==> src/hw/rtl/mec_pkg.sv <==
// ----------------------------------------------------------------------------
// Multibrot escape colouring package
// Shared item types, command and status structs, and fixed constants.
// ----------------------------------------------------------------------------
package mec_pkg;

  localparam int COORD_W     = 32;
  localparam int COUNT_W     = 16;
  localparam int POWER_W     = 4;
  localparam int COLOR_W     = 8;
  localparam int PROD_W      = 64;
  localparam int DIVIDEND_W  = 24;
  localparam int QUOT_W      = 8;
  localparam int SECTOR_W    = 3;
  localparam int CFG_INDEX_W = 1;

  // Configuration register indexes.
  localparam logic [CFG_INDEX_W-1:0] REG_ITER_LIMIT = 1'd0;
  localparam logic [CFG_INDEX_W-1:0] REG_POWER      = 1'd1;

  localparam logic [COUNT_W-1:0] ITER_LIMIT_RESET = 16'd80;
  localparam logic [POWER_W-1:0] POWER_RESET      = 4'd2;

  // Product selects for the shared multiplier (w operand, z operand).
  localparam logic [1:0] MUL_RR = 2'd0;
  localparam logic [1:0] MUL_II = 2'd1;
  localparam logic [1:0] MUL_RI = 2'd2;
  localparam logic [1:0] MUL_IR = 2'd3;

  // Accumulator operations.
  localparam logic [2:0] ACC_NONE    = 3'd0;
  localparam logic [2:0] ACC_RE_LOAD = 3'd1;
  localparam logic [2:0] ACC_RE_SUB  = 3'd2;
  localparam logic [2:0] ACC_IM_LOAD = 3'd3;
  localparam logic [2:0] ACC_IM_ADD  = 3'd4;

  // Divisions done for the colour.
  localparam logic [1:0] DIV_SECTOR = 2'd0;
  localparam logic [1:0] DIV_RISE   = 2'd1;
  localparam logic [1:0] DIV_FALL   = 2'd2;

  typedef struct packed {
    logic signed [COORD_W-1:0] c_real;
    logic signed [COORD_W-1:0] c_imag;
  } in_item_t;

  typedef struct packed {
    logic [COUNT_W-1:0] iter_count;
    logic               escaped;
    logic [COLOR_W-1:0] red;
    logic [COLOR_W-1:0] green;
    logic [COLOR_W-1:0] blue;
  } out_item_t;

  typedef struct packed {
    logic       load_c;
    logic       start_round;
    logic       mul_en;
    logic [1:0] mul_sel;
    logic [2:0] acc_op;
    logic       w_load;
    logic       z_update;
    logic       div_start;
    logic       div_store;
    logic [1:0] div_sel;
    logic       res_load;
  } dp_cmd_t;

  typedef struct packed {
    logic stop;
    logic below_limit;
    logic div_done;
  } dp_status_t;

endpackage

==> src/hw/rtl/mec_div.sv <==
// ----------------------------------------------------------------------------
// Restoring divider
// Produces one quotient bit per cycle; the quotient must fit in QUOT_W bits.
// ----------------------------------------------------------------------------
module mec_div import mec_pkg::*; (
  input  logic                  clk,
  input  logic                  rst,
  input  logic                  start,
  input  logic [DIVIDEND_W-1:0] dividend,
  input  logic [COUNT_W-1:0]    divisor,
  output logic                  done,
  output logic [QUOT_W-1:0]     quot,
  output logic [COUNT_W-1:0]    remainder
);

  localparam int STEP_W = $clog2(QUOT_W);

  logic [DIVIDEND_W-1:0] part;
  logic [QUOT_W-1:0]     q;
  logic [STEP_W-1:0]     step;
  logic                  running;
  logic                  done_r;
  logic [DIVIDEND_W-1:0] shifted;
  logic [DIVIDEND_W:0]   trial;

  assign shifted = {{(DIVIDEND_W-COUNT_W){1'b0}}, divisor} << step;
  assign trial   = {1'b0, part} - {1'b0, shifted};

  always_ff @(posedge clk) begin
    if (rst) begin
      running <= 1'b0;
      done_r  <= 1'b0;
    end else begin
      done_r <= 1'b0;
      if (start) begin
        running <= 1'b1;
      end else if (running && step == '0) begin
        running <= 1'b0;
        done_r  <= 1'b1;
      end
    end
  end

  always_ff @(posedge clk) begin
    if (start) begin
      part <= dividend;
      q    <= '0;
      step <= STEP_W'(QUOT_W - 1);
    end else if (running) begin
      if (!trial[DIVIDEND_W]) begin
        part <= trial[DIVIDEND_W-1:0];
      end
      q    <= {q[QUOT_W-2:0], ~trial[DIVIDEND_W]};
      step <= step - STEP_W'(1);
    end
  end

  assign done      = done_r;
  assign quot      = q;
  assign remainder = part[COUNT_W-1:0];

endmodule

==> src/hw/rtl/mec_dpath.sv <==
// ----------------------------------------------------------------------------
// Escape-time datapath
// Holds c, z and w, the shared multiplier and accumulators, the colour
// divider and the result register.
// ----------------------------------------------------------------------------
module mec_dpath import mec_pkg::*; #(
  parameter int COORD_FRAC_BITS = 28
) (
  input  logic               clk,
  input  logic               rst,
  input  dp_cmd_t            cmd,
  output dp_status_t         status,
  input  in_item_t           in_item,
  input  logic [COUNT_W-1:0] iteration_limit,
  output out_item_t          result
);

  localparam logic [PROD_W-1:0] TWO_BOUND = PROD_W'(2) << COORD_FRAC_BITS;
  localparam logic signed [PROD_W-1:0] SAT_MAX =
    {{(PROD_W-COORD_W+1){1'b0}}, {(COORD_W-1){1'b1}}};
  localparam logic signed [PROD_W-1:0] SAT_MIN =
    {{(PROD_W-COORD_W+1){1'b1}}, {(COORD_W-1){1'b0}}};
  localparam logic [COLOR_W-1:0] FULL = {COLOR_W{1'b1}};

  localparam logic [SECTOR_W-1:0] SEC_RED_YELLOW    = 3'd0;
  localparam logic [SECTOR_W-1:0] SEC_YELLOW_GREEN  = 3'd1;
  localparam logic [SECTOR_W-1:0] SEC_GREEN_CYAN    = 3'd2;
  localparam logic [SECTOR_W-1:0] SEC_CYAN_BLUE     = 3'd3;
  localparam logic [SECTOR_W-1:0] SEC_BLUE_MAGENTA  = 3'd4;

  function automatic logic signed [COORD_W-1:0] sat_prod(input logic signed [PROD_W-1:0] x);
    if (x > SAT_MAX) begin
      return SAT_MAX[COORD_W-1:0];
    end else if (x < SAT_MIN) begin
      return SAT_MIN[COORD_W-1:0];
    end
    return x[COORD_W-1:0];
  endfunction

  function automatic logic signed [COORD_W-1:0] sat_add(input logic signed [COORD_W-1:0] a,
                                                         input logic signed [COORD_W-1:0] b);
    logic signed [COORD_W:0] s;
    s = {a[COORD_W-1], a} + {b[COORD_W-1], b};
    if (s[COORD_W] != s[COORD_W-1]) begin
      return s[COORD_W] ? SAT_MIN[COORD_W-1:0] : SAT_MAX[COORD_W-1:0];
    end
    return s[COORD_W-1:0];
  endfunction

  logic signed [COORD_W-1:0] c_re, c_im, z_re, z_im, w_re, w_im;
  logic signed [COORD_W-1:0] op_a, op_b;
  logic signed [PROD_W-1:0]  prod, prod_shift, acc_re, acc_im;
  logic [COUNT_W-1:0]        n;
  logic [COORD_W:0]          abs_re, abs_im;
  logic                      out_re, out_im, below_limit;

  logic [SECTOR_W-1:0]   sector;
  logic [COUNT_W-1:0]    rem;
  logic [COLOR_W-1:0]    rise, fall;
  logic [DIVIDEND_W-1:0] dividend;
  logic [COUNT_W-1:0]    fall_num;
  logic [COUNT_W+2:0]    six_n;
  logic                  div_done;
  logic [QUOT_W-1:0]     div_quot;
  logic [COUNT_W-1:0]    div_rem;
  logic [COLOR_W-1:0]    red, green, blue;

  // Escape test on z: either magnitude at or beyond two.
  assign abs_re = z_re[COORD_W-1] ? ({(COORD_W+1){1'b0}} - {z_re[COORD_W-1], z_re})
                                  : {z_re[COORD_W-1], z_re};
  assign abs_im = z_im[COORD_W-1] ? ({(COORD_W+1){1'b0}} - {z_im[COORD_W-1], z_im})
                                  : {z_im[COORD_W-1], z_im};
  assign out_re = {{(PROD_W-COORD_W-1){1'b0}}, abs_re} >= TWO_BOUND;
  assign out_im = {{(PROD_W-COORD_W-1){1'b0}}, abs_im} >= TWO_BOUND;
  assign below_limit = n < iteration_limit;

  assign status.stop        = !below_limit || out_re || out_im;
  assign status.below_limit = below_limit;
  assign status.div_done    = div_done;

  // Operand selection for the shared multiplier.
  assign op_a = (cmd.mul_sel == MUL_II || cmd.mul_sel == MUL_IR) ? w_im : w_re;
  assign op_b = (cmd.mul_sel == MUL_RR || cmd.mul_sel == MUL_IR) ? z_re : z_im;
  assign prod_shift = prod >>> COORD_FRAC_BITS;

  always_ff @(posedge clk) begin
    if (cmd.mul_en) begin
      prod <= PROD_W'(op_a) * PROD_W'(op_b);
    end
    case (cmd.acc_op)
      ACC_RE_LOAD: acc_re <= prod_shift;
      ACC_RE_SUB:  acc_re <= acc_re - prod_shift;
      ACC_IM_LOAD: acc_im <= prod_shift;
      ACC_IM_ADD:  acc_im <= acc_im + prod_shift;
      default: ;
    endcase
    if (cmd.load_c) begin
      c_re <= in_item.c_real;
      c_im <= in_item.c_imag;
      z_re <= '0;
      z_im <= '0;
      n    <= '0;
    end
    if (cmd.start_round) begin
      w_re <= z_re;
      w_im <= z_im;
    end
    if (cmd.w_load) begin
      w_re <= sat_prod(acc_re);
      w_im <= sat_prod(acc_im);
    end
    if (cmd.z_update) begin
      z_re <= sat_add(w_re, c_re);
      z_im <= sat_add(w_im, c_im);
      n    <= n + COUNT_W'(1);
    end
  end

  // Colour divisions: sector = 6n / limit, then the rising and falling ramps.
  assign six_n    = {1'b0, n, 2'b00} + {2'b00, n, 1'b0};
  assign fall_num = iteration_limit - rem;

  always_comb begin
    case (cmd.div_sel)
      DIV_RISE: dividend = {rem, 8'd0} - {8'd0, rem};
      DIV_FALL: dividend = {fall_num, 8'd0} - {8'd0, fall_num};
      default:  dividend = {{(DIVIDEND_W-COUNT_W-3){1'b0}}, six_n};
    endcase
  end

  mec_div u_div (
    .clk       (clk),
    .rst       (rst),
    .start     (cmd.div_start),
    .dividend  (dividend),
    .divisor   (iteration_limit),
    .done      (div_done),
    .quot      (div_quot),
    .remainder (div_rem)
  );

  always_ff @(posedge clk) begin
    if (cmd.div_store) begin
      case (cmd.div_sel)
        DIV_RISE: rise <= div_quot;
        DIV_FALL: fall <= div_quot;
        default: begin
          sector <= div_quot[SECTOR_W-1:0];
          rem    <= div_rem;
        end
      endcase
    end
  end

  always_comb begin
    unique case (sector)
      SEC_RED_YELLOW:   begin red = FULL; green = rise; blue = '0;   end
      SEC_YELLOW_GREEN: begin red = fall; green = FULL; blue = '0;   end
      SEC_GREEN_CYAN:   begin red = '0;   green = FULL; blue = rise; end
      SEC_CYAN_BLUE:    begin red = '0;   green = fall; blue = FULL; end
      SEC_BLUE_MAGENTA: begin red = rise; green = '0;   blue = FULL; end
      default:          begin red = FULL; green = '0;   blue = fall; end
    endcase
  end

  always_ff @(posedge clk) begin
    if (cmd.res_load) begin
      result.iter_count <= n;
      result.escaped    <= below_limit;
      result.red        <= below_limit ? red : '0;
      result.green      <= below_limit ? green : '0;
      result.blue       <= below_limit ? blue : '0;
    end
  end

endmodule

==> src/hw/rtl/mec_ctrl.sv <==
// ----------------------------------------------------------------------------
// Escape-time controller
// Sequences the iteration rounds, the colour divisions and the result handoff.
// ----------------------------------------------------------------------------
module mec_ctrl import mec_pkg::*; #(
  parameter int MAX_POWER = 8
) (
  input  logic               clk,
  input  logic               rst,
  input  logic               in_valid,
  output logic               in_ready,
  output logic               out_valid,
  input  logic               out_ready,
  input  logic [POWER_W-1:0] power,
  input  dp_status_t         status,
  output dp_cmd_t            cmd
);

  localparam int CW = $clog2(MAX_POWER);
  localparam logic [4:0] POWER_MIN = 5'd2;
  localparam logic [4:0] POWER_MAX = 5'(MAX_POWER);

  localparam logic [3:0] S_IDLE   = 4'd0;
  localparam logic [3:0] S_CHECK  = 4'd1;
  localparam logic [3:0] S_MUL0   = 4'd2;
  localparam logic [3:0] S_MUL1   = 4'd3;
  localparam logic [3:0] S_MUL2   = 4'd4;
  localparam logic [3:0] S_MUL3   = 4'd5;
  localparam logic [3:0] S_MUL4   = 4'd6;
  localparam logic [3:0] S_WUPD   = 4'd7;
  localparam logic [3:0] S_ZUPD   = 4'd8;
  localparam logic [3:0] S_SEC    = 4'd9;
  localparam logic [3:0] S_SEC_W  = 4'd10;
  localparam logic [3:0] S_RISE   = 4'd11;
  localparam logic [3:0] S_RISE_W = 4'd12;
  localparam logic [3:0] S_FALL   = 4'd13;
  localparam logic [3:0] S_FALL_W = 4'd14;
  localparam logic [3:0] S_RES    = 4'd15;

  logic [3:0]    state, state_next;
  logic [CW-1:0] mul_left, mul_left_next;
  logic          out_valid_next;
  logic [4:0]    pw, k;
  logic [CW-1:0] mul_count;

  assign pw        = {1'b0, power};
  assign k         = (pw < POWER_MIN) ? POWER_MIN : ((pw > POWER_MAX) ? POWER_MAX : pw);
  assign mul_count = CW'(k - 5'd1);
  assign in_ready  = (state == S_IDLE);

  always_comb begin
    state_next     = state;
    mul_left_next  = mul_left;
    cmd            = '0;
    cmd.acc_op     = ACC_NONE;
    cmd.mul_sel    = MUL_RR;
    cmd.div_sel    = DIV_SECTOR;
    unique case (state)
      S_IDLE: begin
        if (in_valid) begin
          cmd.load_c = 1'b1;
          state_next = S_CHECK;
        end
      end
      S_CHECK: begin
        if (status.stop) begin
          state_next = status.below_limit ? S_SEC : S_RES;
        end else begin
          cmd.start_round = 1'b1;
          mul_left_next   = mul_count;
          state_next      = S_MUL0;
        end
      end
      S_MUL0: begin
        cmd.mul_en  = 1'b1;
        cmd.mul_sel = MUL_RR;
        state_next  = S_MUL1;
      end
      S_MUL1: begin
        cmd.mul_en  = 1'b1;
        cmd.mul_sel = MUL_II;
        cmd.acc_op  = ACC_RE_LOAD;
        state_next  = S_MUL2;
      end
      S_MUL2: begin
        cmd.mul_en  = 1'b1;
        cmd.mul_sel = MUL_RI;
        cmd.acc_op  = ACC_RE_SUB;
        state_next  = S_MUL3;
      end
      S_MUL3: begin
        cmd.mul_en  = 1'b1;
        cmd.mul_sel = MUL_IR;
        cmd.acc_op  = ACC_IM_LOAD;
        state_next  = S_MUL4;
      end
      S_MUL4: begin
        cmd.acc_op = ACC_IM_ADD;
        state_next = S_WUPD;
      end
      S_WUPD: begin
        cmd.w_load    = 1'b1;
        mul_left_next = mul_left - CW'(1);
        state_next    = (mul_left == CW'(1)) ? S_ZUPD : S_MUL0;
      end
      S_ZUPD: begin
        cmd.z_update = 1'b1;
        state_next   = S_CHECK;
      end
      S_SEC: begin
        cmd.div_start = 1'b1;
        cmd.div_sel   = DIV_SECTOR;
        state_next    = S_SEC_W;
      end
      S_SEC_W: begin
        cmd.div_sel = DIV_SECTOR;
        if (status.div_done) begin
          cmd.div_store = 1'b1;
          state_next    = S_RISE;
        end
      end
      S_RISE: begin
        cmd.div_start = 1'b1;
        cmd.div_sel   = DIV_RISE;
        state_next    = S_RISE_W;
      end
      S_RISE_W: begin
        cmd.div_sel = DIV_RISE;
        if (status.div_done) begin
          cmd.div_store = 1'b1;
          state_next    = S_FALL;
        end
      end
      S_FALL: begin
        cmd.div_start = 1'b1;
        cmd.div_sel   = DIV_FALL;
        state_next    = S_FALL_W;
      end
      S_FALL_W: begin
        cmd.div_sel = DIV_FALL;
        if (status.div_done) begin
          cmd.div_store = 1'b1;
          state_next    = S_RES;
        end
      end
      S_RES: begin
        if (!out_valid || out_ready) begin
          cmd.res_load = 1'b1;
          state_next   = S_IDLE;
        end
      end
      default: state_next = S_IDLE;
    endcase
  end

  assign out_valid_next = cmd.res_load ? 1'b1 : (out_ready ? 1'b0 : out_valid);

  always_ff @(posedge clk) begin
    if (rst) begin
      state     <= S_IDLE;
      mul_left  <= '0;
      out_valid <= 1'b0;
    end else begin
      state     <= state_next;
      mul_left  <= mul_left_next;
      out_valid <= out_valid_next;
    end
  end

endmodule

==> src/hw/rtl/mandelbrot_escape_colour.sv <==
// ----------------------------------------------------------------------------
// Multibrot escape-time colouring
// Iterates z = z^k + c from z = 0 for one point and returns count and colour.
// ----------------------------------------------------------------------------
// Usage:
// The input channel transfers one point c (signed fixed point, COORD_FRAC_BITS
// fraction bits) when in_valid and in_ready are both high. The output channel
// transfers one result (count, escaped flag, RGB) per point, in order.
// in_ready is high only while the engine is idle; one point is worked on at
// a time. A finished result sits in the output register, so the next point
// is taken while the receiver still holds off out_ready; the engine stalls
// only when a second result is ready before the first has been transferred.
// For exponent k, a round is a check state, k - 1 complex multiplies on one
// shared 32x32 multiplier and an update state; a point that escapes then
// runs three serial divisions for its colour. After loading the result the
// controller returns to idle and only then takes the next point.
// Configuration: index 0 is iteration_limit, index 1 is power; write only
// while idle. Synchronous reset restores limit 80 and power 2, empties the
// output register and returns the controller to idle.
// ----------------------------------------------------------------------------
module mandelbrot_escape_colour import mec_pkg::*; #(
  parameter int COORD_FRAC_BITS = 28,
  parameter int MAX_POWER       = 8
) (
  input  logic                   clk,
  input  logic                   rst,
  input  logic                   in_valid,
  output logic                   in_ready,
  input  in_item_t               in_data,
  output logic                   out_valid,
  input  logic                   out_ready,
  output out_item_t              out_data,
  input  logic                   cfg_we,
  input  logic [CFG_INDEX_W-1:0] cfg_index,
  input  logic [COUNT_W-1:0]     cfg_data
);

  // Configuration registers; the user must write them only while the engine is idle; the block does not enforce it.
  logic [COUNT_W-1:0] iteration_limit;
  logic [POWER_W-1:0] power;

  always_ff @(posedge clk) begin
    if (rst) begin
      iteration_limit <= ITER_LIMIT_RESET;
      power           <= POWER_RESET;
    end else if (cfg_we) begin
      unique case (cfg_index)
        REG_ITER_LIMIT: iteration_limit <= cfg_data;
        REG_POWER:      power           <= cfg_data[POWER_W-1:0];
        default: ;
      endcase
    end
  end

  dp_cmd_t    cmd;
  dp_status_t status;

  // The controller sequences rounds and divisions; the datapath only acts
  // on the command bits it is given each cycle.
  mec_ctrl #(
    .MAX_POWER (MAX_POWER)
  ) u_ctrl (
    .clk       (clk),
    .rst       (rst),
    .in_valid  (in_valid),
    .in_ready  (in_ready),
    .out_valid (out_valid),
    .out_ready (out_ready),
    .power     (power),
    .status    (status),
    .cmd       (cmd)
  );

  mec_dpath #(
    .COORD_FRAC_BITS (COORD_FRAC_BITS)
  ) u_dpath (
    .clk             (clk),
    .rst             (rst),
    .cmd             (cmd),
    .status          (status),
    .in_item         (in_data),
    .iteration_limit (iteration_limit),
    .result          (out_data)
  );

`ifndef SYNTH
  // A point that did not escape ran exactly up to the limit.
  a_inside_at_limit: assert property (@(posedge clk) disable iff (rst)
    out_valid && !out_data.escaped |-> out_data.iter_count == iteration_limit)
    else $error("non-escaped result count differs from the limit");

  // A point that did not escape is coloured black.
  a_inside_black: assert property (@(posedge clk) disable iff (rst)
    out_valid && !out_data.escaped |->
      out_data.red == '0 && out_data.green == '0 && out_data.blue == '0)
    else $error("non-escaped result is not black");

  // Every fully saturated hue has one channel at full scale.
  a_escaped_full_channel: assert property (@(posedge clk) disable iff (rst)
    out_valid && out_data.escaped |->
      out_data.red == 8'd255 || out_data.green == 8'd255 || out_data.blue == 8'd255)
    else $error("escaped colour has no full-scale channel");

  // An escaped count is always below the limit.
  a_escaped_below_limit: assert property (@(posedge clk) disable iff (rst)
    out_valid && out_data.escaped |-> out_data.iter_count < iteration_limit)
    else $error("escaped result count at or above the limit");
`endif

endmodule
==> config.mk <==
export PLATFORM = sky130hd
export DESIGN_NAME = mandelbrot_escape_colour
export DESIGN_NICKNAME = d
export VERILOG_FILES = /design/src/hw/rtl/mec_pkg.sv /design/src/hw/rtl/mec_div.sv /design/src/hw/rtl/mec_dpath.sv /design/src/hw/rtl/mec_ctrl.sv /design/src/hw/rtl/mandelbrot_escape_colour.sv
export SDC_FILE = /design/constraint.sdc
export NUM_CORES = 2
export LEC_CHECK = 0
export ABC_CLOCK_PERIOD_IN_PS = 13600
export CORE_MARGIN = 8
export CORE_UTILIZATION = 55
export CTS_CLUSTER_DIAMETER = 200
export DETAILED_ROUTE_END_ITERATION = 10
export DONT_BUFFER_PORTS = 1
export PLACE_DENSITY = 0.82
export SLEW_MARGIN = 20
export SYNTH_ARGS = -nofsm -noshare
export SYNTH_HDL_FRONTEND = slang
export SYNTH_HIERARCHICAL = 1
export SYNTH_SLANG_ARGS = --single-unit
==> constraint.sdc <==
create_clock -name clk -period 13.6 [get_ports clk]
set_input_delay 0.68 -clock clk [delete_from_list [all_inputs] [get_ports clk]]
set_output_delay 0.68 -clock clk [all_outputs]
set_load 0.01 [all_outputs]
Yosys cells after proc, flatten, opt, wreduce, memory -nomap -nowiden
Cells that the tools add are included.

word-level totals
  word-level logic and storage cells = 209
  register bits = 541

operators by class
  muxes and demuxes = 76
  bitwise gates (word level) = 3
  $mul = 1
  eq/ne operators = 37
  $add $sub $neg = 15
  reductions and logical operators = 38
  shifts and indexed selects = 1
  order comparisons = 9

operator list
  operator               count
  $mux 32                21
  $pmux 64 s2            2
  $gt 64x32->1 const B   2
  $lt 64x32->1 const B   2
  $mux 24                3
  $pmux 8 s3             3
  $add 32x32->33         2
  $ge 33x30->1 const B   2
  $mux 33                2
  $sub 1x32->33 const A  2
  $add 64x36->64         1
  $mul 32x32->64         1
  $pmux 4 s16            1
  $sub 64x36->64         1
  $pmux 24 s2            1
  $sub 24x16->24         2
  $eq 4x4->1 const B     8
  $mux 16                2
  $mux 4                 7
  $mux 1                 26
  $sub 24x24->25         1
  $pmux 3 s4             2
  $shl 16x3->24          1
  $add 18x17->19         1
  other kinds (32)       84

Depth between registers and ports, before layout
  word-level depth = 9
  gate-level depth with buffers = 37

By module
Netlist, hierarchy kept.

by module, submodules not included
  module                    times used  area an instance (um^2)  seq. area each (um^2)  cells each
  mec_dpath                 1           64,765.9                 13,452.9               6,779
  mec_div                   1           3,632.2                  980.9                  417
  mandelbrot_escape_colour  1           919.6                    400.4                  85
  mec_ctrl                  1           675.6                    160.2                  92

Least setup slack after synthesis
No wires, ideal clock.

  path kind = flip-flop to flip-flop
  start point = register u_ctrl.state[1]
  end point = register u_dpath.prod[63], data pin
  path slack = 3.512 ns
  cell stages (with the launch flop) = 34
  data required time = 13.340 ns
  data arrival time = 9.828 ns
  period minus slack after synthesis = 10.088 ns
  cells stage by stage = dfxtp_1 > buf_2 > xnor2_1 > nor3_1 > ha_1 > nor2_1 > clkbuf_1 > mux2_2 > buf_1 > nand2_1 > inv_1 > fa_1 > fa_1 > fa_1 > inv_1 > fa_1 > inv_1 > fa_1 > fa_1 > inv_1 > fa_1 > inv_1 > fa_1 > ha_1 > a21o_1 > a21o_1 > a21oi_1 > o32a_1 > nand3_1 > a31oi_1 > nor2b_1 > a311o_1 > a21oi_1 > xnor2_1

RTL lines
  element                 line             source
  start, declared         mec_ctrl.sv:40   logic [3:0] state, state_next;
  start signal, assigned  mec_ctrl.sv:164  state <= state_next;
  end signal, assigned    mec_dpath.sv:88  prod <= PROD_W'(op_a) * PROD_W'(op_b);
  end, declared           mec_dpath.sv:52  logic signed [PROD_W-1:0] prod, prod_shift, acc_re, acc_im;

==> impl_results.md <==
* Worst-path fanout max at 44
* Routability Congestion at 1.00
* Via count at 55900
* Slowest CP cell: mux2i_4
* CP max stage delay at 940 ps
* Via density at 6.26
* Top delay family on crit path: adder cells
* DRC violations left at 0
* WP buf/inv at 8
* Largest net degree at the start of global routing at 77
* RR Endpoint: u_dpath/prod[63]$_DFFE_PP_
* CP Capture Type: flop
* Min-delay src: in_data[18]
* Commonest non-fill, non-tap cell in the layout: inv_1
* I/O pins at 129
* Ys async rst share at 0%
* CTS Buffer Depth at 3
* Finished Layout Cells at 8933
* Startpoint Class: flop
* HPWL Detailed at 172 mm
* Commonest cells after routing, fill and taps aside: inv_1 (1123), fa_1 (1088), nand2_1 (807), nor2_1 (802), edfxtp_1 (472)
* Filler Cells Inserted at 10500
* CTS buffer count at 56
* IO buf count at 0
* Status: finished, final reports clean
* Post-Synthesis Mean Instance Area at 9.49 µm²
* DR iter-0 viols at 6730
* Die Wd at 373 µm
* CTS tree: done
* Syn_nets at 9017
* Area Overhead vs Synth at 5.39%
* Initial Utilization at 55.2%
* Htree depth at 2
* Dpl cells at 8822
* Critical path data arrival time at 12550 ps
* FF-to-FF Start: u_ctrl/state[3]$_SDFFE_PP0P_
* Post-route clock period utilization at 89.4%
* Worst min path class: input pin to flop
* Vias in the first global route at 57100
* Cell repeated most along the worst path: fa_1
* R2r setup slk at 1440 ps
* Drt total wl at 221 mm
* Post-cts sizing count at 0
* Drt pass-1 iters at 7
* Hold Crit Depth at 0
* Initial antenna violation count at 14
* GRT Residual Overflow at 0
* First-pass GRT wire length at 337 mm
* Gr usage total at 31.1%
* Slew @ Worst Pin at 1150 ps
* Seq/Total Area, Yosys at 21.4%
* Seq cells post-synth at 513
* Final ANT Viol Nets at 0
* Fmax at 0.0822 GHz
* Util after Layout at 58.1%
* Core area at 0.127 mm²
* Crit path kind: flop to flop
* Cts hold-fix bufs at 0
* # rows at 131
* Final setup TNS at 0 ps
* Slew Limit Fails at 0
* Worst slew margin at 22.7%
* Layout cells sized above 1 at 5.01%
* Hold EP: u_dpath/c_im[18]$_DFFE_PP_
* Clock latency on the worst-skew pair at 680 ps
* Root buf cell: clkbuf_16
* Predominant post-synthesis flop cell: edfxtp_1
* # clock sinks at 513
* Reg2Reg Depth at 34
* CP Data Required Time at 13990 ps
* Unrepaired setup endpoints after global routing: false
* Die height at 373 µm
* MaxCap Viol Count at 0
* Setup-failing EPs final at 0
* Post-CTS Setup Repair Bufs at 0
* Syn Inst Count at 7373
* Average wire per standard cell at 24.8 µm
* Reg clk slew, reported paths at 100 ps
* Post-synth design cell area at 0.0700 mm²
* Layout Nets at 8863
* Final-report hold violation count at 0
* Clock skew at 59.1 ps
* Distinct cells, synth at 105
* Yosys warns at 6
* EDFF count, synth at 472
* Period minus WS final at 12160 ps
* Die area at 0.139 mm²
-- synth_stat cells, drive strengths merged, types with 40 or more instances --
library cell / number / area [µm²]
inv: 1124 / 4220
fa: 1088 / 21800
nand2: 810 / 3050
nor2: 806 / 3030
edfxtp: 472 / 14200
ha: 470 / 5880
o21ai: 370 / 1900
a21oi: 365 / 1830
clkbuf: 246 / 925
xnor2: 192 / 1680
a21o: 156 / 1170
xor2: 121 / 1060
mux2i: 101 / 1010
nand2b: 77 / 482
nand3: 65 / 325
buf: 62 / 400
mux2: 62 / 698
o21a: 57 / 428
nor3: 56 / 285
nand4: 52 / 325
nor4: 44 / 275
nor2b: 42 / 263
and2: 41 / 256
dfxtp: 41 / 821
a31oi: 40 / 250
-- worst reg2reg max path: cells and delay by family, from the launching register on --
kind            cells  cell delay (ps)
xor+xnor            1               80
compound gates      9             2450
mux                 1              940
flops               1              480
simple gates        5              800
fa+ha+maj          10             5410
buf+inv             8             1780
-- area by class of cell --
type	instances	area, µm²	share of cell area [%]
Multi-Input combinational cell	5427	49800	67.5
Sequential cell	513	15000	20.3
Inverter	1125	4220	5.72
Tap cell	1662	2080	2.82
Clock buffer	67	1510	2.04
Timing Repair Buffer	96	731	0.991
Clock inverter	36	402	0.544
Antenna cell	7	17.5	0.0237
-- worst max path at each step --
stage,from,end,cells past startpoint
floorplan,u_ctrl/state[1]$_SDFFE_PP0P_,u_dpath/prod[63]$_DFFE_PP_,33
global placement,u_ctrl/state[1]$_SDFFE_PP0P_,u_dpath/prod[54]$_DFFE_PP_,29
detailed placement,u_ctrl/state[3]$_SDFFE_PP0P_,u_dpath/prod[63]$_DFFE_PP_,34
CTS,u_ctrl/state[3]$_SDFFE_PP0P_,u_dpath/prod[63]$_DFFE_PP_,34
global route,u_ctrl/state[3]$_SDFFE_PP0P_,u_dpath/prod[63]$_DFFE_PP_,34
finish,u_ctrl/state[3]$_SDFFE_PP0P_,u_dpath/prod[63]$_DFFE_PP_,34
-- sequential cells by signal (all words and copies together) (netlist names), 3 cells and up --
register            count
u_dpath/prod           36
u_dpath/u_div/step      3
u_dpath/rise            8
u_dpath/acc_im         64
iteration_limit        16
power                   4
u_dpath/u_div/quot      8
u_ctrl/state            4
u_dpath/result         41
u_dpath/u_div/part     24
u_dpath/rem            16
u_dpath/fall            8
u_dpath/z_im           32
u_dpath/n              16
u_dpath/sector          3
u_dpath/z_re           32
u_dpath/w_re           32
u_ctrl/mul_left         3
u_dpath/acc_re         64
u_dpath/c_re           32
u_dpath/c_im           32
u_dpath/w_im           32
-- logic make-up after synthesis --
family,share of synthesized area (%)
xor+xnor,3.92
compound gates,11.4
mux,2.67
simple gates,13.1
fa+ha+maj,39.5
buf+inv,7.93
flops,21.4
-- metrics by stage --
stage / setup WS [ps] / hold slack [ps] / area, µm²
after floorplan: 3510 / 425 / 70000
after global placement: 1530 / 459 / 71800
after detailed placement: 1860 / 466 / 71800
after CTS: 1830 / 72.7 / 73700
after global routing: 1230 / 82.7 / 73800
final: 1440 / 88.2 / 73800
-- routing by layer --
metal	vias up	share of wire [%]	track usage, %
met5	-	0.027	0
met4	10	7.1	17.1
met3	890	13	8.43
met2	3714	44	47.9
met1	27400	36	40.2
li1	23800	-	-
Power is not shown: default switching activity piles up to over one toggle a cycle in this logic, so the estimate is an artifact.
